### src/hdl/link_frame_builder_macros.svh
// assertion macros for the link frame builder
`ifndef LINK_FRAME_BUILDER_MACROS_SVH
`define LINK_FRAME_BUILDER_MACROS_SVH

`ifndef SYNTHESIS

// property must hold at every clock edge outside reset
`define LFB_ASSERT(label, clk, rst_n, prop) \
    label: assert property (@(posedge clk) disable iff (!rst_n) (prop)) \
        else $error("link frame builder check failed");

// condition must never be seen outside reset
`define LFB_ASSERT_NEVER(label, clk, rst_n, cond) \
    label: assert property (@(posedge clk) disable iff (!rst_n) !(cond)) \
        else $error("link frame builder forbidden condition");

`else

`define LFB_ASSERT(label, clk, rst_n, prop)
`define LFB_ASSERT_NEVER(label, clk, rst_n, cond)

`endif

`endif

### src/hdl/lfb_pkg.sv
// shared types, constants and helpers of the link frame builder
package lfb_pkg;

    localparam logic [7:0] ESC_BYTE      = 8'h7D;
    localparam logic [7:0] ESC_FLAG_CODE = 8'h5E;
    localparam logic [7:0] ESC_ESC_CODE  = 8'h5D;
    localparam logic [7:0] CTRL_SEQ1     = 8'h40;
    localparam logic [7:0] CTRL_SEQ0     = 8'h00;

    localparam logic [7:0] FLAG_RESET    = 8'h7E;
    localparam logic [7:0] ADDR_RESET    = 8'h03;

    // register index, taken from paddr[2]
    localparam logic REG_FLAG = 1'b0;
    localparam logic REG_ADDR = 1'b1;

    localparam int QUEUE_DEPTH = 4;

    // one classified item handed from front to back
    typedef struct packed {
        logic [7:0] payload;
        logic       seq;
        logic       last;
        logic       header;
        logic [7:0] check;
    } cmd_t;

    typedef struct packed {
        logic full;
        logic empty;
    } q_status_t;

    typedef enum logic [3:0] {
        ST_START,
        ST_FLAG,
        ST_ADDR,
        ST_CTRL,
        ST_HCHK,
        ST_DATA,
        ST_DATA_ESC,
        ST_CHK,
        ST_CHK_ESC,
        ST_END
    } step_t;

    function automatic logic is_special(input logic [7:0] b, input logic [7:0] flag);
        is_special = (b == flag) || (b == ESC_BYTE);
    endfunction

    // second byte of an escape pair, flag rule first
    function automatic logic [7:0] esc_code(input logic [7:0] b, input logic [7:0] flag);
        esc_code = (b == flag) ? ESC_FLAG_CODE : ESC_ESC_CODE;
    endfunction

endpackage

### src/hdl/lfb_front.sv
// front end: accepts payload items, tracks frame state and running check
module lfb_front (
    input  logic             clk,
    input  logic             rst_n,
    input  logic             in_valid,
    output logic             in_ready,
    input  logic [7:0]       in_payload,
    input  logic             in_seq,
    input  logic             in_last,
    input  lfb_pkg::q_status_t q_stat,
    output logic             push,
    output lfb_pkg::cmd_t    cmd
);

    logic       inside_frame_reg;
    logic       inside_frame_next;
    logic [7:0] check_reg;
    logic [7:0] check_next;
    logic [7:0] check_sum;

    assign in_ready  = !q_stat.full;
    assign push      = in_valid && !q_stat.full;
    assign check_sum = (inside_frame_reg ? check_reg : 8'h00) ^ in_payload;

    always_comb
    begin
        cmd.payload = in_payload;
        cmd.seq     = in_seq;
        cmd.last    = in_last;
        cmd.header  = !inside_frame_reg;
        cmd.check   = check_sum;
    end

    always_comb
    begin
        inside_frame_next = inside_frame_reg;
        check_next        = check_reg;
        if (push)
        begin
            inside_frame_next = !in_last;
            check_next        = in_last ? 8'h00 : check_sum;
        end
    end

    always_ff @(posedge clk or negedge rst_n)
    begin
        if (!rst_n)
        begin
            inside_frame_reg <= 1'b0;
            check_reg        <= 8'h00;
        end
        else
        begin
            inside_frame_reg <= inside_frame_next;
            check_reg        <= check_next;
        end
    end

endmodule

### src/hdl/lfb_queue.sv
// short command queue between front and back
module lfb_queue #(
    parameter int DEPTH = lfb_pkg::QUEUE_DEPTH
) (
    input  logic               clk,
    input  logic               rst_n,
    input  logic               push,
    input  lfb_pkg::cmd_t      push_cmd,
    input  logic               pop,
    output lfb_pkg::cmd_t      head,
    output lfb_pkg::q_status_t q_stat
);

    localparam int PTR_W = (DEPTH > 1) ? $clog2(DEPTH) : 1;
    localparam int CNT_W = $clog2(DEPTH + 1);

    lfb_pkg::cmd_t    mem_reg [DEPTH];
    logic [PTR_W-1:0] wr_ptr_reg;
    logic [PTR_W-1:0] wr_ptr_next;
    logic [PTR_W-1:0] rd_ptr_reg;
    logic [PTR_W-1:0] rd_ptr_next;
    logic [CNT_W-1:0] count_reg;
    logic [CNT_W-1:0] count_next;

    assign q_stat.full  = (count_reg == CNT_W'(DEPTH));
    assign q_stat.empty = (count_reg == '0);
    assign head         = mem_reg[rd_ptr_reg];

    always_comb
    begin
        wr_ptr_next = wr_ptr_reg;
        rd_ptr_next = rd_ptr_reg;
        count_next  = count_reg;
        if (push)
            wr_ptr_next = (wr_ptr_reg == PTR_W'(DEPTH - 1)) ? '0 : wr_ptr_reg + 1'b1;
        if (pop)
            rd_ptr_next = (rd_ptr_reg == PTR_W'(DEPTH - 1)) ? '0 : rd_ptr_reg + 1'b1;
        if (push && !pop)
            count_next = count_reg + 1'b1;
        else if (pop && !push)
            count_next = count_reg - 1'b1;
    end

    always_ff @(posedge clk or negedge rst_n)
    begin
        if (!rst_n)
        begin
            wr_ptr_reg <= '0;
            rd_ptr_reg <= '0;
            count_reg  <= '0;
        end
        else
        begin
            wr_ptr_reg <= wr_ptr_next;
            rd_ptr_reg <= rd_ptr_next;
            count_reg  <= count_next;
        end
    end

    always_ff @(posedge clk)
    begin
        if (push)
            mem_reg[wr_ptr_reg] <= push_cmd;
    end

endmodule

### src/hdl/lfb_back.sv
// back end: expands each command into its header, stuffed payload byte, stuffed check and closing flag as needed
module lfb_back (
    input  logic               clk,
    input  logic               rst_n,
    input  logic [7:0]         flag_byte,
    input  logic [7:0]         address_byte,
    input  lfb_pkg::cmd_t      head,
    input  lfb_pkg::q_status_t q_stat,
    output logic               pop,
    output logic               out_valid,
    input  logic               out_ready,
    output logic [7:0]         out_data,
    output logic               out_last
);

    lfb_pkg::step_t state_reg;
    lfb_pkg::step_t state_next;
    lfb_pkg::step_t cur_step;

    logic       out_valid_reg;
    logic       out_valid_next;
    logic [7:0] out_data_reg;
    logic       out_last_reg;

    logic       advance;
    logic       active;
    logic       data_special;
    logic       chk_special;
    logic [7:0] ctrl_byte;
    logic [7:0] emit_byte;
    logic       emit_end;

    assign advance      = !out_valid_reg || out_ready;
    assign active       = advance && !q_stat.empty;
    assign data_special = lfb_pkg::is_special(head.payload, flag_byte);
    assign chk_special  = lfb_pkg::is_special(head.check, flag_byte);
    assign ctrl_byte    = head.seq ? lfb_pkg::CTRL_SEQ1 : lfb_pkg::CTRL_SEQ0;

    // a new command starts at its header or straight at its data
    always_comb
    begin
        if (state_reg == lfb_pkg::ST_START)
            cur_step = head.header ? lfb_pkg::ST_FLAG : lfb_pkg::ST_DATA;
        else
            cur_step = state_reg;
    end

    always_comb
    begin
        state_next = state_reg;
        if (active)
        begin
            case (cur_step)
                lfb_pkg::ST_FLAG:     state_next = lfb_pkg::ST_ADDR;
                lfb_pkg::ST_ADDR:     state_next = lfb_pkg::ST_CTRL;
                lfb_pkg::ST_CTRL:     state_next = lfb_pkg::ST_HCHK;
                lfb_pkg::ST_HCHK:     state_next = lfb_pkg::ST_DATA;
                lfb_pkg::ST_DATA:
                begin
                    if (data_special)
                        state_next = lfb_pkg::ST_DATA_ESC;
                    else
                        state_next = head.last ? lfb_pkg::ST_CHK : lfb_pkg::ST_START;
                end
                lfb_pkg::ST_DATA_ESC:
                    state_next = head.last ? lfb_pkg::ST_CHK : lfb_pkg::ST_START;
                lfb_pkg::ST_CHK:
                    state_next = chk_special ? lfb_pkg::ST_CHK_ESC : lfb_pkg::ST_END;
                lfb_pkg::ST_CHK_ESC:  state_next = lfb_pkg::ST_END;
                lfb_pkg::ST_END:      state_next = lfb_pkg::ST_START;
                default:              state_next = lfb_pkg::ST_START;
            endcase
        end
    end

    always_comb
    begin
        emit_byte = head.payload;
        emit_end  = 1'b0;
        pop       = 1'b0;
        case (cur_step)
            lfb_pkg::ST_FLAG:     emit_byte = flag_byte;
            lfb_pkg::ST_ADDR:     emit_byte = address_byte;
            lfb_pkg::ST_CTRL:     emit_byte = ctrl_byte;
            lfb_pkg::ST_HCHK:     emit_byte = address_byte ^ ctrl_byte;
            lfb_pkg::ST_DATA:
            begin
                emit_byte = data_special ? lfb_pkg::ESC_BYTE : head.payload;
                pop       = active && !data_special && !head.last;
            end
            lfb_pkg::ST_DATA_ESC:
            begin
                emit_byte = lfb_pkg::esc_code(head.payload, flag_byte);
                pop       = active && !head.last;
            end
            lfb_pkg::ST_CHK:
                emit_byte = chk_special ? lfb_pkg::ESC_BYTE : head.check;
            lfb_pkg::ST_CHK_ESC:  emit_byte = lfb_pkg::esc_code(head.check, flag_byte);
            lfb_pkg::ST_END:
            begin
                emit_byte = flag_byte;
                emit_end  = 1'b1;
                pop       = active;
            end
            default:              emit_byte = head.payload;
        endcase
    end

    always_comb
    begin
        out_valid_next = out_valid_reg;
        if (advance)
            out_valid_next = active;
    end

    always_ff @(posedge clk or negedge rst_n)
    begin
        if (!rst_n)
        begin
            state_reg     <= lfb_pkg::ST_START;
            out_valid_reg <= 1'b0;
        end
        else
        begin
            state_reg     <= state_next;
            out_valid_reg <= out_valid_next;
        end
    end

    always_ff @(posedge clk)
    begin
        if (active)
        begin
            out_data_reg <= emit_byte;
            out_last_reg <= emit_end;
        end
    end

    assign out_valid = out_valid_reg;
    assign out_data  = out_data_reg;
    assign out_last  = out_last_reg;

endmodule

### src/hdl/link_frame_builder.sv
// top level of the link frame builder: config registers, front, queue and back
//
// byte-stuffing framer for serial link information frames. each input item is
// one payload byte (tdata), its frame sequence bit (tuser, only looked at on
// the first byte of a frame) and an end-of-frame mark (tlast). the first byte
// of a frame produces the flag, address, control byte and header check before
// the stuffed payload byte; the last byte is followed by the stuffed xor check
// of the frame's payload and a closing flag, which carries tlast on the output.
// an input item yields between one and nine line bytes. the back end puts out
// one line byte per clock unless m_axis_tready holds it off. the input side
// takes an item every cycle while the command queue (QUEUE_DEPTH entries) has
// room, so bursts are absorbed and the sustained rate is set by the back end's
// one-byte-per-cycle output register.
// registers: flag byte at address 0x0, address byte at 0x4; write them only
// while the block is idle
module link_frame_builder #(
    parameter int QUEUE_DEPTH = lfb_pkg::QUEUE_DEPTH
) (
    input  logic        clk,
    input  logic        rst_n,

    // apb configuration port
    input  logic        psel,
    input  logic        penable,
    input  logic        pwrite,
    input  logic [2:0]  paddr,
    input  logic [31:0] pwdata,
    output logic [31:0] prdata,
    output logic        pready,

    // payload items in
    input  logic        s_axis_tvalid,
    output logic        s_axis_tready,
    input  logic [7:0]  s_axis_tdata,   // [7:0] payload_byte
    input  logic        s_axis_tuser,   // [0] sequence_bit
    input  logic        s_axis_tlast,   // last_byte

    // line bytes out
    output logic        m_axis_tvalid,
    input  logic        m_axis_tready,
    output logic [7:0]  m_axis_tdata,   // [7:0] line_byte
    output logic        m_axis_tlast    // frame_end
);

`include "link_frame_builder_macros.svh"

    logic [7:0] flag_byte_reg;
    logic [7:0] flag_byte_next;
    logic [7:0] address_byte_reg;
    logic [7:0] address_byte_next;
    logic       cfg_write;

    lfb_pkg::cmd_t      push_cmd;
    lfb_pkg::cmd_t      head;
    lfb_pkg::q_status_t q_stat;
    logic               push;
    logic               pop;

    // configuration registers, register picked by paddr[2]
    assign pready    = 1'b1;
    assign cfg_write = psel && penable && pwrite && pready;

    always_comb
    begin
        flag_byte_next    = flag_byte_reg;
        address_byte_next = address_byte_reg;
        if (cfg_write)
        begin
            case (paddr[2])
                lfb_pkg::REG_FLAG: flag_byte_next    = pwdata[7:0];
                lfb_pkg::REG_ADDR: address_byte_next = pwdata[7:0];
                default:           flag_byte_next    = flag_byte_reg;
            endcase
        end
    end

    always_comb
    begin
        case (paddr[2])
            lfb_pkg::REG_FLAG: prdata = {24'h0, flag_byte_reg};
            lfb_pkg::REG_ADDR: prdata = {24'h0, address_byte_reg};
            default:           prdata = 32'h0;
        endcase
    end

    always_ff @(posedge clk or negedge rst_n)
    begin
        if (!rst_n)
        begin
            flag_byte_reg    <= lfb_pkg::FLAG_RESET;
            address_byte_reg <= lfb_pkg::ADDR_RESET;
        end
        else
        begin
            flag_byte_reg    <= flag_byte_next;
            address_byte_reg <= address_byte_next;
        end
    end

    // front: frame state and running check
    lfb_front u_front (
        .clk        (clk),
        .rst_n      (rst_n),
        .in_valid   (s_axis_tvalid),
        .in_ready   (s_axis_tready),
        .in_payload (s_axis_tdata),
        .in_seq     (s_axis_tuser),
        .in_last    (s_axis_tlast),
        .q_stat     (q_stat),
        .push       (push),
        .cmd        (push_cmd)
    );

    // decouples input acceptance from byte expansion
    lfb_queue #(
        .DEPTH (QUEUE_DEPTH)
    ) u_queue (
        .clk      (clk),
        .rst_n    (rst_n),
        .push     (push),
        .push_cmd (push_cmd),
        .pop      (pop),
        .head     (head),
        .q_stat   (q_stat)
    );

    // back: one line byte per cycle into the output register, unless m_axis_tready stalls it
    lfb_back u_back (
        .clk          (clk),
        .rst_n        (rst_n),
        .flag_byte    (flag_byte_reg),
        .address_byte (address_byte_reg),
        .head         (head),
        .q_stat       (q_stat),
        .pop          (pop),
        .out_valid    (m_axis_tvalid),
        .out_ready    (m_axis_tready),
        .out_data     (m_axis_tdata),
        .out_last     (m_axis_tlast)
    );

    // closing byte of a frame is always the delimiter
    `LFB_ASSERT(a_end_is_flag, clk, rst_n, (m_axis_tvalid && m_axis_tlast) |-> (m_axis_tdata == flag_byte_reg))
    // no write into a full queue, no read from an empty one
    `LFB_ASSERT_NEVER(a_push_full, clk, rst_n, push && q_stat.full)
    `LFB_ASSERT_NEVER(a_pop_empty, clk, rst_n, pop && q_stat.empty)

endmodule

### config.mk
export PLATFORM = sky130hd
export DESIGN_NAME = link_frame_builder
export DESIGN_NICKNAME = d
export VERILOG_FILES = /design/src/hdl/lfb_pkg.sv /design/src/hdl/lfb_front.sv /design/src/hdl/lfb_queue.sv /design/src/hdl/lfb_back.sv /design/src/hdl/link_frame_builder.sv
export VERILOG_INCLUDE_DIRS = /design/src /design/src/hdl
export SDC_FILE = /design/constraint.sdc
export NUM_CORES = 1
export LEC_CHECK = 0
export BUFFER_PORTS_ARGS = -buffer_cell sky130_fd_sc_hd__buf_2
export CORE_ASPECT_RATIO = 1.5
export CORE_MARGIN = 10
export CORE_UTILIZATION = 45
export CTS_BUF_LIST = sky130_fd_sc_hd__clkbuf_4
export CTS_CLUSTER_SIZE = 16
export DETAILED_ROUTE_END_ITERATION = 10
export PLACE_DENSITY = 0.66
export SLEW_MARGIN = 20
export SYNTH_ARGS = -nofsm -noshare
export SYNTH_HDL_FRONTEND = slang
export SYNTH_SLANG_ARGS = --single-unit
### constraint.sdc
create_clock -name clk -period 4.15 [get_ports clk]
set_clock_uncertainty 0.1 [all_clocks]
set_input_delay 0.415 -clock clk [delete_from_list [all_inputs] [get_ports clk]]
set_output_delay 0.415 -clock clk [all_outputs]
set_load 0.005 [all_outputs]
# == Yosys cells after proc, flatten, opt, wreduce, memory -nomap -nowiden ==
# Memories as Yosys holds them, arrays and structs flattened.
# Cells that the tools add are included.
# totals
reg_bits,46
ramBits,76
inputBits,52
out_inout_bits,44
word_cells,85
mem_count,1
# memory_table
name,words,width,rd,rd_ports_with_merged_regs,wr,line_no,rtl
u_queue.mem_reg,4,19,1,0,1,lfb_queue.sv:17,lfb_pkg::cmd_t mem_reg [DEPTH];
# classes
add_sub_neg,4
n_eq_ne,16
n_mux,23
bitwise,3
n_reduce_logical,27
# op_table
operator,count
32-bit one-hot mux with 2 select lines,1
8-bit one-hot mux with 8 select lines,1
8-bit two-way mux,4
4-bit one-hot mux with 8 select lines,1
"4-bit by 3-bit equality test with 1-bit output, second input constant",4
"8-bit by 7-bit equality test with 1-bit output, second input constant",2
8-bit equality test,2
8-bit bitwise XOR,2
3-bit two-way mux,4
1-bit logical AND,9
1-bit zero test,9
"4-bit by 2-bit equality test with 1-bit output, second input constant",2
"4-bit equality test, second input constant",2
2-bit two-way mux,4
4-bit two-way mux,2
7-bit two-way mux,1
"2-bit by 1-bit adder with 2-bit output, second input constant",2
"2-bit equality test, second input constant",2
"4-bit by 1-bit equality test with 1-bit output, second input constant",1
4-bit zero test,1
1-bit two-way mux,4
2-bit AND reduction,2
"3-bit by 1-bit adder with 3-bit output, second input constant",1
"3-bit equality test, second input constant",1
other kinds (7),9

# == Depth between registers and ports, before layout ==
# Gate-level depths: netlist (run 1).
# An unclocked memory read counts as a cell.
# logic_depth
word_depth,10
ltp_mapped,13
mapped_depth_nobuf,12

# == Cells and area by module ==
# A second synthesis (run 1) with hierarchy kept.
# hier_totals
hier_cells,434
hier_area_um2,6157.2
# by_module_without_submodules
mod,n_inst,cells_per_inst,area_each_um2,seq_area_each_um2
lfb_queue,1,136,3158.0,2457.4
lfb_back,1,146,1312.5,395.4
link_frame_builder,1,70,932.1,410.4
lfb_front,1,82,754.5,225.2

# == Least setup slack after synthesis (run 1) ==
# OpenSTA, ideal clock, no wires.
# synth_path
path_kind,register to register
startpoint,reg u_queue.rd_ptr_reg[0]
endpoint,reg u_queue.count_reg[2]
setup_time_ns,0.079
arrival_ns,2.967
t_required_ns,3.971
path_slack_ns,1.004
stages_incl_launch_ff,14
path_buffers,1
synth_period_minus_slack_ns,3.146
path_cell_list,dfrtp_1 > buf_6 > mux4_2 > xnor2_1 > nand4_1 > nor2_4 > o31ai_4 > o21bai_2 > ha_1 > inv_1 > fa_1 > xor2_1 > nor2_1 > xor2_1
# synth_between
elab_chain_len,10
word_cells_on_any_way,20
cone_classes,eq/ne: 5; mux: 4; reduce/logical: 10; memory: 1
# synth_rtl
item,line_no,rtl
from (decl),lfb_queue.sv:20,logic [PTR_W-1:0] rd_ptr_reg;
from (signal assigned),lfb_queue.sv:55,rd_ptr_reg <= rd_ptr_next;
memory 4 x 19 bit *,-,
8-bit equality test or 8-bit by 7-bit equality test with 1-bit output (tied branches),lfb_pkg.sv:47,is_special = (b == flag) || (b == ESC_BYTE);
1-bit logical OR,lfb_pkg.sv:47,
1-bit zero test,lfb_back.sv:89,pop = active && !data_special && !head.last;
1-bit logical AND (2 in a row),lfb_back.sv:89,
1-bit one-hot mux with 3 select lines *,lfb_back.sv:81,case (cur_step)
1-bit zero test,lfb_queue.sv:38,if (push && !pop)
1-bit logical AND,lfb_queue.sv:38,
3-bit two-way mux or 2-bit nonzero test (tied branches),-,
to (signal assigned),lfb_queue.sv:56,count_reg <= count_next;
to (decl),lfb_queue.sv:22,logic [CNT_W-1:0] count_reg;
# Mark *: on every way between the ends. The rest lies on a longest branch, timed or not.
# A chain may end at the register's enable or synchronous reset.

# == Final worst setup path (run 1) ==
# Same ends and word-level chain as after synthesis.

==> results of run 1 <==
final timing paths:
kind | slack, ns | end | cells after the start | startpoint
worst max-delay path | 0.33 | u_queue.count_reg[2]$_DFFE_PN0P_ | 12 | u_queue.rd_ptr_reg[0]$_DFFE_PN0P_
worst min-delay path | 0.05 | flag_byte_reg[0]$_DFFE_PN0P_ | 2 | pwdata[0]
worst max register to register | 0.33 | u_queue.count_reg[2]$_DFFE_PN0P_ | 12 | u_queue.rd_ptr_reg[0]$_DFFE_PN0P_
worst min register to register | 0.39 | u_front.check_reg[2]$_DFFE_PN0P_ | 2 | u_front.check_reg[2]$_DFFE_PN0P_
max in group asynchronous | 2.89 | u_front.check_reg[7]$_DFFE_PN0P_ | 2 | rst_n
min in group asynchronous | 0.48 | u_front.check_reg[1]$_DFFE_PN0P_ | 2 | rst_n
area by class of cell:
class	instances	area [sq um]
clock buffer	18	135
fill	1050	5980
inverter	16	60.1
multi-input combinational	256	2060
timing repair buffer	67	425
clock inverter	14	173
tap	156	195
sequential	122	3490
cell usage in the layout (no fill, tap or decap), types with 3 or more instances in the layout:
| master | n |
|---|---|
| o21a_1 | 3 |
| dlygate4sd3_1 | 13 |
| clkinvlp_4 | 4 |
| buf_2 | 44 |
| clkinv_4 | 3 |
| conb_1 | 25 |
| ha_1 | 6 |
| nand4_1 | 7 |
| clkbuf_4 | 18 |
| edfxtp_1 | 85 |
| dfrtp_1 | 29 |
| bufinv_16 | 3 |
| nor3_1 | 7 |
| nand3_1 | 5 |
| o21ai_0 | 24 |
| nor2_1 | 11 |
| dfstp_2 | 8 |
| mux2_2 | 25 |
| and3_1 | 5 |
| mux4_1 | 3 |
| mux4_2 | 16 |
| a21oi_1 | 10 |
| a211oi_1 | 3 |
| inv_1 | 16 |
| buf_4 | 10 |
| nand2_1 | 37 |
| o211ai_1 | 3 |
| xnor2_1 | 25 |
| a222oi_1 | 4 |
worst register-to-register path, stage by stage, from the launching register on:
cell and delay (ns):
dfrtp_1 0.79, mux4_1 0.78, xnor2_1 0.19, nand4_1 0.20, nor2_4 0.19, o31ai_4 0.09, o21bai_2 0.23, ha_1 0.24
inv_1 0.07, fa_1 0.43, xor2_1 0.15, nor2_1 0.11, xor2_1 0.18
cell families after synthesis:
logic type	synth area share
AO/OA/AOI/OAI	0.0743
XOR/XNOR	0.0409
adder cells (fa/ha/maj)	0.0165
buffers and inverters	0.0550
flip-flops	0.604
multiplexers	0.127
other	0.00130
AND/OR/NAND/NOR	0.0806
metrics by stage:
step / setup slack [ns] / total power, mW / hold slack [ns]
2_1_floorplan: 1.00 / 3.09 / 0.0194
3_3_place_gp: 0.373 / 3.53 / 0.363
3_5_place_dp: 0.314 / 3.59 / 0.371
4_1_cts: 0.262 / 4.47 / 0.00123
5_1_grt: 0.0803 / 4.72 / 0.00323
6_report: 0.329 / 4.44 / 0.0509
per-layer routing:
metal,wire [um],share of wire,track usage,vias to the layer above
met4,214,0.017,0.0532,0
li1,-,-,-,1635
met5,0,0,0,-
met2,6810,0.55,0.245,104
met1,4600,0.37,0.140,1778
met3,703,0.057,0.0471,13
what timing repair did:
item | 4_1_cts | 5_1_grt
hold buffers | 4 | 9
endpoints found under the hold margin | 35 | 28
setup endpoints to repair | 0 | 0
buffers inserted | 0 | 0
cell usage after synthesis (all sizes together), types with 3 or more instances:
cell,number
dfstp,8
mux4,19
nor2,13
nand2,37
a222oi,4
nand3,5
clkbuf,6
o211ai,3
edfxtp,85
inv,16
nor3,8
nand4,8
a21oi,10
o21ai,26
a211oi,3
ha,6
and3,5
dfrtp,29
o21a,3
buf,31
mux2,26
xnor2,25
power groups by stage:
stage	Sequential, mW	Combinational [mW]	Clock [mW]
after floorplan	1.85	1.25	0
after global placement	1.94	1.59	0
after detailed placement	1.97	1.62	0
after CTS	1.94	1.63	0.900
after global routing	1.97	1.78	0.959
final	1.94	1.63	0.878
==> flow_summary.yaml, run 1 <==
placement:
  gp_congestion: 0.903
  dp_hpwl_um: 8840
  dpl.cell_count: 604
  port-buffer-count: 44
  placedInstanceArea_sq_um: 6090
detailed_routing:
  average_wire_length_per_cell_after_detail_routing_um: 19.0
  route.antenna.remaining_nets: 0
  dr.first_iter.drc_count: 260
  detail_route.vias_per_cell: 5.44
  drt-total-wl_um: 12300
  num_vias: 3530
  drt-pass1-iter-count: 7
  count_of_unresolved_drc_violations_after_routing: 0
power_and_ir_drop:
  seqPwrFrac: 0.436
  p_per_area_nw_per_um2: 680
  vdd_ir_drop_max_mv: 0.453
  comb_power_share: 0.366
  cellInternalPower_mw: 2.87
  power_frac_clock: 0.198
  power_leakage_nw: 2.46
  power.switching_mw: 1.57
  power.share.switching: 0.353
floorplan:
  io_pins: 96
  design.die.area_sq_um: 17900
  fp.dieW_um: 113
  core_area_sq_um: 12500
  die_height_um: 159
  core.rowCount: 50
  initial_core_utilization: 0.462
timing:
  period_needed_ns: 3.82
  worstMarginPinSlew_ns: 1.08
  rsz_0062_raised_after_global_routing: "false"
  worst_slew_margin_relative_to_its_limit: 0.278
  period_share: 0.921
  finalSetupViolations: 0
  max_freq_mhz: 262
  final-hold-violation-count: 0
  setup_total_negative_slack_ns: 0
  max_slew_vio_count: 0
setup_path:
  critical_path.top_delay_family: "flip-flops"
  critical_path.slowest_cell: "dfrtp_1"
  crit_arrival_ns: 4.15
  critical_path.max_stage_delay_ns: 0.79
  setup.worst_path.end_class: "register"
  criticalPathCategory: "register to register"
  startpoint_type: "register"
  critical_path.max_fanout: 12
  critical_path.n_buffers_inverters: 1
  worst_ep_required_time_ns: 4.48
  critical_path.most_common_cell: "xor2_1"
  critical_path.cell_chain: "mux4_1 > xnor2_1 > nand4_1 > nor2_4 > o31ai_4 > o21bai_2 > ha_1 > inv_1 > fa_1 > xor2_1 > nor2_1 > xor2_1"
cells_and_area:
  post_route_cells_drive_above_1_share: 0.292
  syn2layout_area_growth_pct: 13.1
  fin_nets: 539
  number_of_flip_flops_in_the_largest_register: 76
  diodes: 0
  layout.cells.non_filler: 649
  postLayoutCoreUtil: 0.522
  final_area_sq_um: 6530
clocking:
  worstSkewPairLatency_ns: 0.51
  cts_htree_levels: 4
  clkTransAtPathRegs_ns: 0.11
  clock-sinks: 122
  clk_path_buf_depth: 2
  cts-root-buf: "clkbuf_4"
  tritoncts: "built"
  cts_repair_resize_count: 0
  cts_inserted_buffers: 17
logic_synthesis:
  syn-cell-area_sq_um: 5780
  netlist.area_leader.share: 0.442
  synth.top_cells.by_area: "edfxtp_1 (44%), dfrtp_1 (13%), mux4_2 (6.2%)"
  netlist_instances: 408
  synth_seq_cells: 122
  synth.largest_area_cell: "edfxtp_1"
  seq_area_frac_synth: 0.604
  async_reset_ff_frac: 0.303
  synthesis.area_per_instance_sq_um: 14.2
  synth_top_flop_cell: "edfxtp_1"
  synth.yosys.warnings: 0
  synth.lib_cells_used.distinct: 57
  edff_count_synth: 85
global_route:
  grt_pass1_wl_um: 19200
  number_of_antenna_violations_at_the_first_check_in_global_routing: 0
  grt_pass1_vias: 3610
  globalRoute.totalOverflow: 0
  grt.total_usage: 0.136
  maximum_number_of_pins_on_one_net_before_global_route_repair: 38
outcome:
  outcome: "complete, no violations"
worst_hold_path:
  holdCritPathClass: "primary input to register"
job:
  maxCapViolations: 0
Power figures use the tool's default switching activity.
==> run 2: changes to the inputs <==
--- a/config.mk
+++ b/config.mk
@@ -14,7 +14,6 @@
 export CTS_CLUSTER_SIZE = 16
 export DETAILED_ROUTE_END_ITERATION = 10
 export PLACE_DENSITY = 0.66
-export SLEW_MARGIN = 20
 export SYNTH_ARGS = -nofsm -noshare
 export SYNTH_HDL_FRONTEND = slang
 export SYNTH_SLANG_ARGS = --single-unit
==> constraint.sdc (replaced) <==
create_clock -name clk -period 4.9 [get_ports clk]
set_clock_uncertainty 0.1 [all_clocks]
set_input_delay 0.49 -clock clk [delete_from_list [all_inputs] [get_ports clk]]
set_output_delay 0.49 -clock clk [all_outputs]
set_load 0.005 [all_outputs]
==> flow_summary.yaml, run 2 (synthesized netlist as in run 1, its figures left out) <==
setup_path:
  critical_path.top_delay_family: "flip-flops"
  startpoint_type: "register"
  critical_path.max_stage_delay_ns: 0.93
  setup.worst_path.end_class: "register"
  worst_ep_required_time_ns: 5.24
  setup.worst_path.start: "u_queue.rd_ptr_reg[0]$_DFFE_PN0P_"
  critical_path.most_common_cell: "xor2_1"
  critical_path.max_fanout: 16
  critical_path.n_buffers_inverters: 2
  critical_path.slowest_cell: "dfrtp_1"
  launching_point_of_the_worst_reg2reg_path: "u_queue.rd_ptr_reg[0]$_DFFE_PN0P_"
  criticalPathCategory: "register to register"
  critical_path.cell_chain: "buf_4 > mux4_2 > xnor2_1 > nand4_1 > nor2_4 > o31ai_4 > o21bai_2 > ha_1 > inv_1 > fa_1 > xor2_1 > nor2_1 > xor2_1"
  crit_arrival_ns: 4.47
detailed_routing:
  count_of_unresolved_drc_violations_after_routing: 0
  num_vias: 3470
  dr.first_iter.drc_count: 218
  drt-total-wl_um: 12300
  drt-pass1-iter-count: 7
  route.antenna.remaining_nets: 0
  detail_route.vias_per_cell: 5.50
  average_wire_length_per_cell_after_detail_routing_um: 19.5
global_route:
  grt.total_usage: 0.138
  grt_pass1_wl_um: 19400
  grt_pass1_vias: 3681
  number_of_antenna_violations_at_the_first_check_in_global_routing: 0
  globalRoute.totalOverflow: 0
  maximum_number_of_pins_on_one_net_before_global_route_repair: 38
timing:
  max_freq_mhz: 242
  setup_total_negative_slack_ns: 0
  max_slew_vio_count: 0
  final-hold-violation-count: 0
  period_needed_ns: 4.14
  rsz_0062_raised_after_global_routing: "false"
  finalSetupViolations: 0
  worst_slew_margin_relative_to_its_limit: 0.313
  worstMarginPinSlew_ns: 1.02
  period_share: 0.844
cells_and_area:
  syn2layout_area_growth_pct: 10.7
  layout.cells.most_common_list: "edfxtp_1 (85), buf_2 (44), nand2_1 (37)"
  number_of_flip_flops_in_the_largest_register: 76
  final.fill_count: 1068
  leading_cell_type_in_the_layout_fill_and_taps_excluded: "edfxtp_1"
  post_route_cells_drive_above_1_share: 0.293
  diodes: 0
  fin_nets: 521
outcome:
  outcome: "complete, no violations"
clocking:
  tritoncts: "built"
  worstSkewPairLatency_ns: 0.51
  cts_inserted_buffers: 17
  clkTransAtPathRegs_ns: 0.11
  clk_path_buf_depth: 2
  cts_htree_levels: 4
  cts-root-buf: "clkbuf_4"
  clock-sinks: 122
  post-cts-setup-buffer-count: 0
power_and_ir_drop:
  seqPwrFrac: 0.442
  power_leakage_nw: 2.40
  comb_power_share: 0.347
  cellInternalPower_mw: 2.46
  power.switching_mw: 1.33
  p_per_area_nw_per_um2: 593
  vdd_ir_drop_max_mv: 0.336
  power.share.switching: 0.351
  power_frac_clock: 0.211
  power_mw: 3.79
floorplan:
  design.die.area_sq_um: 17900
  core.rowCount: 50
  fp.dieW_um: 113
  initial_core_utilization: 0.462
  core_area_sq_um: 12500
  io_pins: 96
  die_height_um: 159
placement:
  gp_congestion: 0.877
  port-buffer-count: 44
  dp_hpwl_um: 8760
worst_hold_path:
  worstHoldStart: "s_axis_tuser"
  holdCritPathClass: "primary input to register"
job:
  maxCapViolations: 0
## run 2: changes by cell type in the layout (fill, tap and decap cells not counted)
cell           before  now
inv_6               2    1
clkinvlp_4          4    2
clkinv_4            3    5
clkinv_1            1    0
dlygate4sd3_1      13    1
bufinv_16           3    4
clkinv_2            1    2
buf_4              10    4
## run 2: per-stage QoR
step           hold WS, ns  std cells  instance area, sq um   util  worst slack (ns)
2_1_floorplan       0.0944        431                  5860      -              1.75
3_3_place_gp         0.364        598                  6050  0.484             0.862
3_5_place_dp         0.373        598                  6050  0.484             0.794
4_1_cts             0.0590        631                  6390  0.511             0.740
5_1_grt             0.0607        631                  6390  0.511             0.533
6_report            0.0964        631                  6390  0.511             0.762
## run 2: what timing repair did
action | in CTS | in global routing
setup endpoints to repair | 0 | 0
endpoints found under the hold margin | 1 | 0
hold buffers | 1 | 0
gates resized for setup | 0 | 0
## run 2: path summary, 6_finish.rpt
| path | endpoint | slack [ns] | cells past startpoint |
|---|---|---|---|
| max | u_queue.count_reg[2]$_DFFE_PN0P_ | 0.76 | 13 |
| min reg2reg | u_front.check_reg[1]$_DFFE_PN0P_ | 0.39 | 2 |
| max in group asynchronous | u_back.out_valid$_DFFE_PN0P_ | 3.58 | 2 |
| max reg2reg | u_queue.count_reg[2]$_DFFE_PN0P_ | 0.76 | 13 |
| min | u_queue.mem_reg[0][10]$_DFFE_PP_ | 0.1 | 1 |
| min in group asynchronous | u_front.check_reg[1]$_DFFE_PN0P_ | 0.54 | 2 |
## run 2: power by group through the flow
stage	clock [mW]	combinational, mW	sequential [mW]
2_1_floorplan	0	1.05	1.57
3_3_place_gp	0	1.29	1.69
3_5_place_dp	0	1.32	1.70
4_1_cts	0.815	1.32	1.68
5_1_grt	0.862	1.44	1.71
6_report	0.799	1.31	1.68
## run 2: area by class of cell
class / count / area, sq um / area share
timing repair buffer: 49 / 260 / 0.0407
clock buffer: 18 / 135 / 0.0211
inverter: 16 / 60.1 / 0.00940
multi-input combinational: 256 / 2060 / 0.322
clock inverter: 14 / 198 / 0.0309
tap: 156 / 195 / 0.0305
sequential: 122 / 3490 / 0.546
## run 2: metal layers
metal	track usage	vias up	routed length, um
met4	0.0579	0	266
li1	-	1605	-
met3	0.0429	22	715
met2	0.253	119	6880
met1	0.137	1724	4470
met5	0	-	0
